<file path="config.mk">
export PLATFORM = sky130hd
export DESIGN_NAME = rc_link_frame_parser_flat
export DESIGN_NICKNAME = d
export VERILOG_FILES = /design/src/sv/rlfp_pkg.sv /design/src/sv/rlfp_if.sv /design/src/sv/rc_link_frame_parser.sv /design/src/sv/rlfp_ram.sv /design/src/sv/rlfp_unpack.sv /design/src/flat_wrapper.sv
export SDC_FILE = /design/constraint.sdc
export NUM_CORES = 1
export LEC_CHECK = 0
export ABC_CLOCK_PERIOD_IN_PS = 12400
export BUFFER_PORTS_ARGS = -buffer_cell sky130_fd_sc_hd__buf_2
export CAP_MARGIN = 20
export CORE_ASPECT_RATIO = 0.5
export CORE_MARGIN = 5
export CORE_UTILIZATION = 66
export CTS_CLUSTER_DIAMETER = 80
export CTS_CLUSTER_SIZE = 8
export DETAILED_ROUTE_END_ITERATION = 7
export GPL_TIMING_DRIVEN = 0
export PLACE_DENSITY = 0.93
export SLEW_MARGIN = 20
export SYNTH_ARGS = -nofsm -noshare
export SYNTH_HDL_FRONTEND = slang
export SYNTH_SLANG_ARGS = --single-unit
</file>
<file path="constraint.sdc">
create_clock -name clk -period 12.4 [get_ports clk]
set_clock_uncertainty 0.2 [all_clocks]
set_input_delay 1.86 -clock clk [delete_from_list [all_inputs] [get_ports clk]]
set_output_delay 1.86 -clock clk [all_outputs]
set_load 0.01 [all_outputs]
</file>
<file path="src/sv/rlfp_pkg.sv">
// Shared constants, types and helper functions of the RC link frame parser.
package rlfp_pkg;

  // Frame store depth and number of channels in a channels frame
  localparam int MAX_FRAME_BYTES = 64;
  localparam int CHANNEL_COUNT   = 16;

  // Derived widths
  localparam int ADDR_W     = $clog2(MAX_FRAME_BYTES);
  localparam int POS_W      = $clog2(MAX_FRAME_BYTES + 1);
  localparam int CH_BITS    = 11;
  localparam int BUF_W      = CH_BITS + 8;
  localparam int NBITS_W    = $clog2(BUF_W + 1);
  localparam int READ_BYTES = (CHANNEL_COUNT * CH_BITS + 7) / 8;
  localparam int RDK_W      = $clog2(READ_BYTES + 1);
  localparam int PAYLOAD_START = 3;

  // Configuration port
  localparam int CFG_IDX_W  = 2;
  localparam int CFG_DATA_W = 8;
  localparam logic [CFG_IDX_W-1:0] REG_SYNC    = 2'd0;
  localparam logic [CFG_IDX_W-1:0] REG_CHTYPE  = 2'd1;
  localparam logic [CFG_IDX_W-1:0] REG_LIMIT   = 2'd2;

  // Register reset values
  localparam logic [7:0] SYNC_RESET   = 8'hC8;
  localparam logic [7:0] CHTYPE_RESET = 8'h16;
  localparam logic [6:0] LIMIT_RESET  = 7'd64;

  // Result status codes
  localparam logic [1:0] STAT_CHANNEL = 2'd0;
  localparam logic [1:0] STAT_OTHER   = 2'd1;
  localparam logic [1:0] STAT_CRC     = 2'd2;
  localparam logic [1:0] STAT_LENGTH  = 2'd3;

  // CRC-8 (DVB-S2)
  localparam logic [7:0] CRC_POLY = 8'hD5;

  // Pulse range of a channel result
  localparam logic [11:0] PULSE_MIN = 12'd880;
  localparam logic [11:0] PULSE_MAX = 12'd2159;

  typedef enum logic [0:0] {P_IDLE, P_UNPACK} parse_state_t;
  typedef enum logic [1:0] {U_IDLE, U_READ, U_APPEND, U_EMIT} unpack_state_t;

  // Start request to the channel unpacker
  typedef struct packed {
    logic       start;
    logic [7:0] plen;
  } unpack_ctl_t;

  // Channel beat offered by the unpacker
  typedef struct packed {
    logic        valid;
    logic [3:0]  index;
    logic [11:0] pulse;
    logic        last;
    logic        busy;
  } unpack_res_t;

  // Fold one byte into the CRC, MSB first
  function automatic logic [7:0] crc8_update(input logic [7:0] crc, input logic [7:0] b);
    logic [7:0] c;
    c = crc ^ b;
    for (int i = 0; i < 8; i++) begin
      if (c[7]) begin
        c = (c << 1) ^ CRC_POLY;
      end else begin
        c = c << 1;
      end
    end
    return c;
  endfunction

  // Map a raw channel to ((raw-992)*5>>3)+1500 on a non-negative offset
  function automatic logic [11:0] to_pulse(input logic [CH_BITS-1:0] raw);
    logic [13:0] t;
    t = (14'(raw) << 2) + 14'(raw) + 14'd3040;
    return 12'(t >> 3) + 12'd500;
  endfunction

endpackage

</file>
<file path="src/sv/rlfp_if.sv">
// Handshake interfaces of the received byte and result channels.
interface rlfp_rx_if;
  logic       valid;
  logic       ready;
  logic [7:0] rx_byte;

  modport source (output valid, output rx_byte, input ready);
  modport sink (input valid, input rx_byte, output ready);
endinterface

interface rlfp_res_if;
  logic        valid;
  logic        ready;
  logic [1:0]  status;
  logic [7:0]  frame_type;
  logic [3:0]  channel_index;
  logic [11:0] pulse_width;
  logic        last;

  modport source (output valid, output status, output frame_type, output channel_index,
                  output pulse_width, output last, input ready);
  modport sink (input valid, input status, input frame_type, input channel_index,
                input pulse_width, input last, output ready);
endinterface

</file>
<file path="src/sv/rc_link_frame_parser.sv">
// Top level of the RC link frame parser: framing, CRC check, frame store and result register.
//
// The parser takes one received byte per cycle while it hunts, reads the length and collects
// a frame; the CRC-8 of the type and payload bytes is folded in the cycle each arrives, and
// each byte from the type byte on, the CRC byte included, is written to the frame store RAM.
// A finished frame with a bad CRC, of another type, or a bad length byte gives one result beat
// at once. A good channels frame starts the unpacker, which reads the payload and the CRC byte
// back through the store's single registered read port; no byte is taken during that run. A
// result beat waits in an output register, and while it waits no byte is taken unless the
// result side takes the beat in the same cycle. The frame store needs no clearing after reset.
module rc_link_frame_parser (
  input  logic                            clk,
  input  logic                            rst,
  input  logic                            cfg_we,
  input  logic [rlfp_pkg::CFG_IDX_W-1:0]  cfg_index,
  input  logic [rlfp_pkg::CFG_DATA_W-1:0] cfg_data,
  rlfp_rx_if.sink                         rx,
  rlfp_res_if.source                      res
);

  rlfp_pkg::parse_state_t pstate, pstate_next;

  // Configuration registers
  logic [7:0] sync_value;
  logic [7:0] channels_type;
  logic [6:0] frame_size_limit;

  // Framing state
  logic [rlfp_pkg::POS_W-1:0] pos, pos_next;
  logic [7:0] dl, dl_next;
  logic [7:0] crc, crc_next;
  logic [7:0] ftype, ftype_next;

  // Result register
  logic        res_valid;
  logic [1:0]  res_status;
  logic [7:0]  res_type;
  logic [3:0]  res_ch;
  logic [11:0] res_pw;
  logic        res_last;
  logic        ld;
  logic [1:0]  ld_status;
  logic [7:0]  ld_type;
  logic [3:0]  ld_ch;
  logic [11:0] ld_pw;
  logic        ld_last;

  logic        in_acc;
  logic        out_free;
  logic [8:0]  lim9;
  logic        len_ok;
  logic        complete;
  logic        ram_we;
  logic [7:0]  ram_rdata;
  logic [rlfp_pkg::ADDR_W-1:0] ram_raddr;
  logic        uack;
  rlfp_pkg::unpack_ctl_t uctl;
  rlfp_pkg::unpack_res_t ures;

  assign out_free = !res_valid || res.ready;
  assign rx.ready = (pstate == rlfp_pkg::P_IDLE) && out_free;
  assign in_acc   = rx.valid && rx.ready;
  assign uack     = (pstate == rlfp_pkg::P_UNPACK) && out_free;

  // Length check against the limit, clipped to the store depth
  assign lim9 = (9'(frame_size_limit) > 9'(rlfp_pkg::MAX_FRAME_BYTES)) ?
                9'(rlfp_pkg::MAX_FRAME_BYTES) : 9'(frame_size_limit);
  assign len_ok = (lim9 >= 9'd4) && (rx.rx_byte >= 8'd2) &&
                  (9'(rx.rx_byte) <= lim9 - 9'd2);

  // The byte at this position is the received CRC
  assign complete = 9'(pos) >= 9'(dl) + 9'd1;

  // Configuration writes
  always_ff @(posedge clk) begin
    if (rst) begin
      sync_value       <= rlfp_pkg::SYNC_RESET;
      channels_type    <= rlfp_pkg::CHTYPE_RESET;
      frame_size_limit <= rlfp_pkg::LIMIT_RESET;
    end else if (cfg_we) begin
      unique case (cfg_index)
        rlfp_pkg::REG_SYNC:   sync_value       <= cfg_data;
        rlfp_pkg::REG_CHTYPE: channels_type    <= cfg_data;
        rlfp_pkg::REG_LIMIT:  frame_size_limit <= cfg_data[6:0];
        default: ;
      endcase
    end
  end

  // Framing state registers
  always_ff @(posedge clk) begin
    if (rst) begin
      pstate <= rlfp_pkg::P_IDLE;
      pos    <= '0;
      dl     <= '0;
      crc    <= '0;
    end else begin
      pstate <= pstate_next;
      pos    <= pos_next;
      dl     <= dl_next;
      crc    <= crc_next;
    end
    ftype <= ftype_next;
  end

  // Next state, store writes and result loads
  always_comb begin
    pstate_next = pstate;
    pos_next    = pos;
    dl_next     = dl;
    crc_next    = crc;
    ftype_next  = ftype;
    ram_we      = 1'b0;
    ld          = 1'b0;
    ld_status   = rlfp_pkg::STAT_OTHER;
    ld_type     = ftype;
    ld_ch       = '0;
    ld_pw       = '0;
    ld_last     = 1'b1;
    uctl.start  = 1'b0;
    uctl.plen   = dl - 8'd1;
    unique case (pstate)
      rlfp_pkg::P_IDLE: begin
        if (in_acc) begin
          if (pos == '0) begin
            if (rx.rx_byte == sync_value) begin
              pos_next = rlfp_pkg::POS_W'(1);
            end
          end else if (pos == rlfp_pkg::POS_W'(1)) begin
            if (len_ok) begin
              dl_next  = rx.rx_byte;
              crc_next = '0;
              pos_next = rlfp_pkg::POS_W'(2);
            end else begin
              pos_next  = '0;
              ld        = 1'b1;
              ld_status = rlfp_pkg::STAT_LENGTH;
              ld_type   = '0;
            end
          end else begin
            ram_we = 1'b1;
            if (pos == rlfp_pkg::POS_W'(2)) begin
              ftype_next = rx.rx_byte;
            end
            if (!complete) begin
              pos_next = pos + 1'b1;
              crc_next = rlfp_pkg::crc8_update(crc, rx.rx_byte);
            end else begin
              pos_next = '0;
              if (crc != rx.rx_byte) begin
                ld        = 1'b1;
                ld_status = rlfp_pkg::STAT_CRC;
              end else if (ftype == channels_type) begin
                uctl.start  = 1'b1;
                pstate_next = rlfp_pkg::P_UNPACK;
              end else begin
                ld = 1'b1;
              end
            end
          end
        end
      end
      rlfp_pkg::P_UNPACK: begin
        if (ures.valid && uack) begin
          ld        = 1'b1;
          ld_status = rlfp_pkg::STAT_CHANNEL;
          ld_ch     = ures.index;
          ld_pw     = ures.pulse;
          ld_last   = ures.last;
          if (ures.last) begin
            pstate_next = rlfp_pkg::P_IDLE;
          end
        end
      end
      default: pstate_next = rlfp_pkg::P_IDLE;
    endcase
  end

  // Hold a result beat until taken
  always_ff @(posedge clk) begin
    if (rst) begin
      res_valid <= 1'b0;
    end else if (ld) begin
      res_valid <= 1'b1;
    end else if (res.ready) begin
      res_valid <= 1'b0;
    end
    if (ld) begin
      res_status <= ld_status;
      res_type   <= ld_type;
      res_ch     <= ld_ch;
      res_pw     <= ld_pw;
      res_last   <= ld_last;
    end
  end

  assign res.valid         = res_valid;
  assign res.status        = res_status;
  assign res.frame_type    = res_type;
  assign res.channel_index = res_ch;
  assign res.pulse_width   = res_pw;
  assign res.last          = res_last;

  // Frame store
  rlfp_ram #(
    .WIDTH (8),
    .DEPTH (rlfp_pkg::MAX_FRAME_BYTES)
  ) u_store (
    .clk   (clk),
    .we    (ram_we),
    .waddr (pos[rlfp_pkg::ADDR_W-1:0]),
    .wdata (rx.rx_byte),
    .raddr (ram_raddr),
    .rdata (ram_rdata)
  );

  // Channel unpacker
  rlfp_unpack u_unpack (
    .clk   (clk),
    .rst   (rst),
    .ctl   (uctl),
    .ack   (uack),
    .raddr (ram_raddr),
    .rdata (ram_rdata),
    .res   (ures)
  );

`ifndef SYNTH
  a_status_beat_single: assert property (@(posedge clk) disable iff (rst)
    res.valid && res.status != rlfp_pkg::STAT_CHANNEL |->
      res.last && res.channel_index == 4'd0 && res.pulse_width == 12'd0)
    else $error("status beat with channel fields set or not last");
  a_pulse_range: assert property (@(posedge clk) disable iff (rst)
    res.valid && res.status == rlfp_pkg::STAT_CHANNEL |->
      res.pulse_width >= rlfp_pkg::PULSE_MIN && res.pulse_width <= rlfp_pkg::PULSE_MAX)
    else $error("channel pulse out of range");
  a_no_byte_while_unpacking: assert property (@(posedge clk) disable iff (rst)
    ures.busy |-> !rx.ready)
    else $error("byte taken while the frame store is being read");
`endif

endmodule

</file>
<file path="src/sv/rlfp_ram.sv">
// Generic single-write, single-read RAM with registered read data.
module rlfp_ram #(
  parameter int WIDTH = 8,
  parameter int DEPTH = 64
) (
  input  logic                     clk,
  input  logic                     we,
  input  logic [$clog2(DEPTH)-1:0] waddr,
  input  logic [WIDTH-1:0]         wdata,
  input  logic [$clog2(DEPTH)-1:0] raddr,
  output logic [WIDTH-1:0]         rdata
);

  logic [WIDTH-1:0] mem [DEPTH];

  // Write port and registered read port
  always_ff @(posedge clk) begin
    if (we) begin
      mem[waddr] <= wdata;
    end
    rdata <= mem[raddr];
  end

endmodule

</file>
<file path="src/sv/rlfp_unpack.sv">
// Channel unpacker: reads payload bytes from the frame store and emits converted channels.
module rlfp_unpack (
  input  logic                        clk,
  input  logic                        rst,
  input  rlfp_pkg::unpack_ctl_t       ctl,
  input  logic                        ack,
  output logic [rlfp_pkg::ADDR_W-1:0] raddr,
  input  logic [7:0]                  rdata,
  output rlfp_pkg::unpack_res_t       res
);

  rlfp_pkg::unpack_state_t ustate, ustate_next;
  logic [7:0]                   plen, plen_next;
  logic [rlfp_pkg::RDK_W-1:0]   rd_k, rd_k_next;
  logic [rlfp_pkg::NBITS_W-1:0] nbits, nbits_next;
  logic [rlfp_pkg::BUF_W-1:0]   bitbuf, bitbuf_next;
  logic [3:0]                   ch, ch_next;
  logic [7:0]                   pbyte;
  logic                         have_ch;

  // Address the next payload byte
  assign raddr = rlfp_pkg::ADDR_W'(rlfp_pkg::PAYLOAD_START + int'(rd_k));

  // Bytes past the received payload and its CRC byte read as zero
  assign pbyte   = (9'(rd_k) < 9'(plen)) ? rdata : 8'd0;
  assign have_ch = nbits >= rlfp_pkg::NBITS_W'(rlfp_pkg::CH_BITS);

  // Channel beat
  assign res.valid = (ustate == rlfp_pkg::U_EMIT) && have_ch;
  assign res.index = ch;
  assign res.pulse = rlfp_pkg::to_pulse(bitbuf[rlfp_pkg::CH_BITS-1:0]);
  assign res.last  = ch == 4'(rlfp_pkg::CHANNEL_COUNT - 1);
  assign res.busy  = ustate != rlfp_pkg::U_IDLE;

  // State register
  always_ff @(posedge clk) begin
    if (rst) begin
      ustate <= rlfp_pkg::U_IDLE;
    end else begin
      ustate <= ustate_next;
    end
    plen   <= plen_next;
    rd_k   <= rd_k_next;
    nbits  <= nbits_next;
    bitbuf <= bitbuf_next;
    ch     <= ch_next;
  end

  // Read, append, emit sequence
  always_comb begin
    ustate_next = ustate;
    plen_next   = plen;
    rd_k_next   = rd_k;
    nbits_next  = nbits;
    bitbuf_next = bitbuf;
    ch_next     = ch;
    unique case (ustate)
      rlfp_pkg::U_IDLE: begin
        if (ctl.start) begin
          plen_next   = ctl.plen;
          rd_k_next   = '0;
          nbits_next  = '0;
          bitbuf_next = '0;
          ch_next     = '0;
          ustate_next = rlfp_pkg::U_READ;
        end
      end
      rlfp_pkg::U_READ: begin
        ustate_next = rlfp_pkg::U_APPEND;
      end
      rlfp_pkg::U_APPEND: begin
        bitbuf_next = bitbuf | (rlfp_pkg::BUF_W'(pbyte) << nbits);
        nbits_next  = nbits + rlfp_pkg::NBITS_W'(8);
        rd_k_next   = rd_k + 1'b1;
        ustate_next = rlfp_pkg::U_EMIT;
      end
      rlfp_pkg::U_EMIT: begin
        if (!have_ch) begin
          ustate_next = rlfp_pkg::U_READ;
        end else if (ack) begin
          bitbuf_next = bitbuf >> rlfp_pkg::CH_BITS;
          nbits_next  = nbits - rlfp_pkg::NBITS_W'(rlfp_pkg::CH_BITS);
          ch_next     = ch + 1'b1;
          ustate_next = res.last ? rlfp_pkg::U_IDLE : rlfp_pkg::U_READ;
        end
      end
      default: ustate_next = rlfp_pkg::U_IDLE;
    endcase
  end

`ifndef SYNTH
  a_last_ends_run: assert property (@(posedge clk) disable iff (rst)
    res.valid && ack && res.last |=> ustate == rlfp_pkg::U_IDLE)
    else $error("unpacker did not stop after the last channel");
  a_buf_bound: assert property (@(posedge clk) disable iff (rst)
    ustate != rlfp_pkg::U_IDLE |-> nbits < rlfp_pkg::NBITS_W'(rlfp_pkg::BUF_W))
    else $error("unpacker bit buffer overflow");
`endif

endmodule
</file>
<file path="src/flat_wrapper.sv">
// flat-port wrapper written by rule: the top's interface ports become plain ports
module rc_link_frame_parser_flat 
  (clk, rst, cfg_we, cfg_index, cfg_data, rx_valid, rx_rx_byte, rx_ready, res_valid, res_status, res_frame_type, res_channel_index, res_pulse_width, res_last, res_ready);
  rlfp_rx_if rx_i ();
  rlfp_res_if res_i ();
  input  logic clk;
  input  logic rst;
  input  logic cfg_we;
  input  logic [rlfp_pkg::CFG_IDX_W-1:0] cfg_index;
  input  logic [rlfp_pkg::CFG_DATA_W-1:0] cfg_data;
  input wire logic [$bits(rx_i.valid)-1:0] rx_valid;
  input wire logic [$bits(rx_i.rx_byte)-1:0] rx_rx_byte;
  output wire logic [$bits(rx_i.ready)-1:0] rx_ready;
  output wire logic [$bits(res_i.valid)-1:0] res_valid;
  output wire logic [$bits(res_i.status)-1:0] res_status;
  output wire logic [$bits(res_i.frame_type)-1:0] res_frame_type;
  output wire logic [$bits(res_i.channel_index)-1:0] res_channel_index;
  output wire logic [$bits(res_i.pulse_width)-1:0] res_pulse_width;
  output wire logic [$bits(res_i.last)-1:0] res_last;
  input wire logic [$bits(res_i.ready)-1:0] res_ready;
  assign rx_i.valid = rx_valid;
  assign rx_i.rx_byte = rx_rx_byte;
  assign rx_ready = rx_i.ready;
  assign res_valid = res_i.valid;
  assign res_status = res_i.status;
  assign res_frame_type = res_i.frame_type;
  assign res_channel_index = res_i.channel_index;
  assign res_pulse_width = res_i.pulse_width;
  assign res_last = res_i.last;
  assign res_i.ready = res_ready;
  rc_link_frame_parser u_core (.clk(clk), .rst(rst), .cfg_we(cfg_we), .cfg_index(cfg_index), .cfg_data(cfg_data), .rx(rx_i), .res(res_i));
endmodule
</file>
Yosys cells after proc, flatten, opt, wreduce, memory -nomap -nowiden. Memory sizes are Yosys's and may differ from the RTL's. A register that Yosys moved wholly into a read port is not among the register bits. Cells that the tools add are included.

Memory bits (writable): 512. Output and inout port bits: 29. Register bits after elaboration: 126. Memories: 1.

Order comparisons: 7. Add/sub/neg operators: 12. Equal/unequal tests: 18. Mux-type cells: 111. Reductions and logical operators: 29. Bitwise gates (word level): 13. Shifts and indexed selects: 1.

Memory list: u_core.u_store.mem (depth 64, bits a word 8, rd ports 1, clocked after Yosys merged registers in 1, write ports 1, RTL line rlfp_ram.sv:14) `logic [WIDTH-1:0] mem [DEPTH];`.

Operator list (number): 8-bit two-way mux (52); 19-bit two-way mux (3); 19-bit one-hot mux with 3 select lines (1); 5-bit inverter (8); 7-bit two-way mux (5); 1-bit two-way mux (27); 2-bit two-way mux (10); 19-bit OR (1); 8-bit by 5-bit << shifter with 19-bit output (1); 8-bit == test (2); 5-bit two-way mux (3); 5-bit one-hot mux with 3 select lines (1); 5-bit AND reduction (3); 13-bit by 11-bit adder with 14-bit output (1); 14-bit by 12-bit adder with 14-bit output, second input constant (1); 2-bit AND reduction (7); 11-bit by 9-bit adder with 12-bit output, second input constant (1); 4-bit two-way mux (3); 5-bit one-hot mux with 2 select lines (1); 8-bit by 1-bit adder with 9-bit output, second input constant (1); 7-bit by 9-bit >= comparator with 1-bit output (1); 9-bit by 3-bit >= comparator with 1-bit output, second input constant (1); 8-bit by 9-bit <= comparator with 1-bit output (1); 9-bit by 2-bit subtractor with 9-bit output, second input constant (1); 35 further kinds (55).

Longest topological paths before layout.
Depth after elaboration: 54. Mapped depth: 14.

Cells and area by module. A second synthesis with hierarchy kept.

Cell total of the unflattened synthesis: 1753. Area total of the unflattened synthesis: 28090.7 um^2.

Modules (own cells, without submodules): rlfp_ram (times used 1, cells each 972, area an instance 20190.6 um^2); rc_link_frame_parser (times used 1, cells each 430, area an instance 4451.8 um^2); rlfp_unpack (times used 1, cells each 351, area an instance 3448.3 um^2).

Worst setup path before layout. No wires, ideal clock.

Path kind: input to register. From: input port res_ready. To: register u_core.u_unpack.rd_k[0] (netlist bit), enable pin. Data required time: 11851 ps. Library setup time: 349 ps. Stages: 8. Arrival time: 4234 ps. Slack: 7618 ps. Buffers on the path: 1. Cell sequence: nor2b_1 > nor2_1 > and2_0 > and2_1 > clkbuf_1 > nand2_1 > nor4b_1 > o21bai_1.

Longest elaborated chain between the ends: 7.

Ends and longest elaborated chain: start, declared (RTL line flat_wrapper.sv:20) `input wire logic [$bits(res_i.ready)-1:0] res_ready;`; 1-bit logical OR (RTL line rc_link_frame_parser.sv:60) `assign out_free = !res_valid || res.ready;`; 1-bit logical AND (RTL line rc_link_frame_parser.sv:61) `assign rx.ready = (pstate == rlfp_pkg::P_IDLE) && out_free;`; via rx_ready (RTL line flat_wrapper.sv:13) `output wire logic [$bits(rx_i.ready)-1:0] rx_ready;`; 1-bit logical AND (RTL line rc_link_frame_parser.sv:62) `assign in_acc = rx.valid && rx.ready;`; 1-bit two-way mux (RTL line rc_link_frame_parser.sv:124) `if (in_acc) begin`; 1-bit two-way mux (RTL line rc_link_frame_parser.sv:122) `unique case (pstate)`; 2-bit != test (no source line); 2-bit AND reduction (no source line); end signal, assigned (RTL line rlfp_unpack.sv:43) `rd_k <= rd_k_next;`; end, declared (RTL line rlfp_unpack.sv:14) `logic [rlfp_pkg::RDK_W-1:0] rd_k, rd_k_next;`.

The timed path passes the listed nets, and every way through them passes these cells. A chain may end at the register's enable or synchronous reset.

Final worst setup path.
From: input port rx_rx_byte[7]. To: register u_core.u_unpack.rd_k[0] (netlist bit), enable pin.

Longest elaborated chain between the ends: 9.

Ends and longest elaborated chain: start, declared (RTL line flat_wrapper.sv:12) `input wire logic [$bits(rx_i.rx_byte)-1:0] rx_rx_byte;`; 8-bit != test (RTL line rc_link_frame_parser.sv:150) `if (crc != rx.rx_byte) begin`; 1-bit two-way mux (RTL line rc_link_frame_parser.sv:150); 1-bit two-way mux (RTL line rc_link_frame_parser.sv:145) `if (!complete) begin`; 1-bit two-way mux (RTL line rc_link_frame_parser.sv:129) `end else if (pos == rlfp_pkg::POS_W'(1)) begin`; 1-bit two-way mux (RTL line rc_link_frame_parser.sv:125) `if (pos == '0) begin`; 1-bit two-way mux (RTL line rc_link_frame_parser.sv:124); 1-bit two-way mux (RTL line rc_link_frame_parser.sv:122); 2-bit != test (no source line); 2-bit AND reduction (no source line).

Every way passes these cells.

==> summary.txt <==
Synthesis
  • Synth top cells by count: edfxtp_1 (428), nor2_1 (129), mux4_2 (104)
  • Ranking of synthesized cells by area: edfxtp_1 (60%), mux4_2 (11%), dfxtp_1 (5.4%)
  • Netlist cell types: 76
  • Yosys top cell area share: 60.3%
  • FFs w/ async S/R, synth: 0%
  • Dominant synthesized flop cell: edfxtp_1
  • Dominant cell type by area after synthesis: edfxtp_1
  • Sequential share of the synthesized area: 65.7%
  • Gate Count Post-Synth: 1,355
  • Area of the mapped netlist: 0.0213 mm2
  • Yosys Warn Count: 0
  • Synth Net Count: 1,434
  • EDFF count, synth: 428
  • Most frequent cell after synthesis: edfxtp_1
  • Synthesized area per cell: 15.7 um2
  • Flops & latches, synth: 486

STA
  • RSZ-0062 raised after global routing: false
  • Relative slew slack: 19.3%
  • Fin crit share: 44.3%
  • Final min period: 5.49 ns
  • Final setup viols: 0
  • Max-slew violations: 0
  • Setup TNS: 0 ns
  • Hold Violations, Final: 0
  • Fmax: 182 MHz
  • Worst Tran Pin Value: 1.21 ns

Placed design
  • Port Buffers: 50
  • GPL Wtd Cong: 0.925
  • Final HPWL DP: 33,800 um
  • Area of placed instances: 0.0222 mm2

Floorplanning
  • Die Y: 137 um
  • Row cnt: 46
  • Floorplan Core Area: 0.0318 mm2
  • Ports: 52
  • Chip width: 264 um
  • Die ar.: 0.0362 mm2
  • Starting density of the core: 67.1%

Detailed routing
  • WL final: 59,700 um
  • DRT Pass-1 Iters: 6
  • Detailed-route via count: 14,196
  • Per-cell routed wire length: 30.8 um
  • Iter 0 DRT Violations: 2,675
  • Detail Route Antenna Nets: 0
  • Vias per inst: 7.33
  • DRC Markers: 0

CTS
  • TritonCTS clock tree: yes
  • CTS Sinks: 486
  • CTS root buf: clkbuf_16
  • H-Tree Depth: 3
  • Clock-pin slew on the worst setup and hold paths: 0.05 ns
  • Total CTS buffers: 70
  • Buffer levels on the longest clock path: 3
  • Clock latency at the later pin of the worst-skew pair: 0.61 ns
  • CTS Hold Bufs: 0
  • Post-CTS Setup Inserts: 0
  • Resized cells post-CTS: 0

Job
  • Total of max-cap violations: 0

Setup path
  • CP arrival: 5.51 ns
  • CP dominant cell by count: buf_2
  • Slowest stage delay, CP: 0.88 ns
  • Worst-path cell with the longest stage delay: buf_2
  • Maximum fanout along the worst path: 50
  • Crit Path Class: input pin to flop
  • Critical Path RT: 12.42 ns
  • Critical Path Source Type: input pin
  • Critical Path, Cell by Cell: buf_2 > xnor2_1 > ha_1 > nand4_1 > nor3_1 > and3_1 > nand2_1 > nor4b_2 > buf_2 > o21bai_1
  • CP endpoint kind: flop

Layout
  • Synthesis-to-layout area growth: 13.2%
  • Final nets: 1,558
  • # diodes: 0
  • Layout cells sized above 1: 18.9%
  • Fin area: 0.0241 mm2
  • Fillers: 1,554

Pwr
  • Worst vdd ir: 0.0923 mV
  • Lkg Pwr: 0.00849 uW
  • Pwr dens: 165 mW/mm2

GRT
  • Largest net degree at the start of global routing: 51
  • First-pass GRT wire length: 89,800 um
  • Antenna violations before repair: 4
  • Overflow after GRT: 0
  • Vias in the first global route: 14,099
  • Total GRT Usage: 33.4%

Hold path
  • HP Class: flop to flop

Run status
  • Status: finished clean
==> power by group <==
part	total, uW	leakage, uW	internal [uW]	switching [uW]
clock network	1770	0.000951	1050	721
registers	1830	0.00429	1810	19.7
logic	380	0.00324	132	248
==> worst max-delay path, delay by kind of cell <==
kind	cells	cell delay, ns
buffers and inverters	2	1.17
adders and majority gates	1	0.28
AOI/OAI and AO/OA	1	0.29
xor gates and xnor gates	1	0.37
and+or+nand+nor	5	1.53
==> kinds of logic (layout without fill, tap and decap cells) <==
kind of cell | Yosys count | in the layout | share of synthesized area (%)
simple gates | 323 | 323 | 7.46
flops | 486 | 486 | 65.7
xor+xnor | 71 | 71 | 2.95
compound gates | 147 | 147 | 4.64
fa+ha+maj | 56 | 56 | 3.32
mux | 165 | 165 | 13.9
buf+inv | 107 | 256 | 2.06
==> sequential cells by signal, indices dropped and copies added, names as in the netlist, 4 cells and up <==
name,cells
u_core.u_store.mem,352
u_core.u_unpack.bitbuf,19
u_core.res.pulse_width,12
u_core.channels_type,8
u_core.crc,8
u_core.dl,8
u_core.ftype,8
u_core.res.frame_type,8
u_core.sync_value,8
u_core.u_store.rdata,8
u_core.u_unpack.plen,8
u_core.frame_size_limit,7
u_core.pos,7
u_core.u_unpack.nbits,5
u_core.u_unpack.rd_k,5
u_core.res.channel_index,4
u_core.u_unpack.ch,4
==> final cells by class <==
class | count | area [um2] | area share, %
tap | 432 | 541 | 2.24
clock buffer | 91 | 1870 | 7.76
clock inverter | 6 | 95.1 | 0.394
sequential | 486 | 14000 | 58.1
multi-input combinational | 762 | 6900 | 28.6
buffer | 62 | 272 | 1.12
inverter | 45 | 169 | 0.700
timing repair buffer | 52 | 277 | 1.15
==> through the flow <==
stage,setup WS (ns),utilization [%],cells,hold WS (ns),power [uW]
after floorplan,7.62,-,1355,0.257,2110
after global placement,6.17,69.6,1837,0.268,2180
after detailed placement,6.68,69.7,1839,0.275,2210
after CTS,7.06,75.9,1936,0.289,3960
after global routing,6.84,76.0,1936,0.303,4080
final,6.91,76.0,1936,0.292,3980
==> final timing paths <==
check                           slack, ns  cells after the start                      end               startpoint
worst max-delay path                 6.91                     10  u_core.u_unpack.rd_k[0]            rx_rx_byte[7]
worst min-delay path                 0.29                      2            u_core.crc[6]            u_core.crc[6]
worst max register to register       6.95                     13  u_core.u_store.rdata[4]  u_core.u_unpack.rd_k[0]
worst min register to register       0.29                      2            u_core.crc[6]            u_core.crc[6]
==> routing by layer <==
layer / share of wire [%] / track usage [%] / vias to the layer above
met5: 0.11 / 0 / -
met4: 5.5 / 14.4 / 8
met3: 14 / 11.4 / 332
met2: 46 / 52.7 / 1491
met1: 34 / 43.2 / 6879
li1: - / - / 5486
==> cell usage in the layout (no fill, tap or decap), types with 6 or more instances in the layout <==
| master | count |
|---|---|
| a211oi_1 | 10 |
| a21oi_1 | 40 |
| and2_1 | 11 |
| and2b_2 | 10 |
| and3_1 | 14 |
| buf_1 | 6 |
| buf_2 | 59 |
| clkbuf_1 | 59 |
| clkbuf_16 | 72 |
| dfxtp_1 | 58 |
| edfxtp_1 | 428 |
| ha_1 | 55 |
| inv_1 | 44 |
| mux2i_1 | 58 |
| mux4_2 | 104 |
| nand2_1 | 59 |
| nand2b_1 | 7 |
| nand3_1 | 28 |
| nand4_1 | 6 |
| nor2_1 | 128 |
| nor2b_1 | 6 |
| nor3_1 | 12 |
| nor4_1 | 7 |
| o21a_1 | 8 |
| o21ai_0 | 26 |
| o22ai_1 | 8 |
| xnor2_1 | 29 |
| xor2_1 | 39 |
No activity file was read; power rests on OpenSTA's default activity.
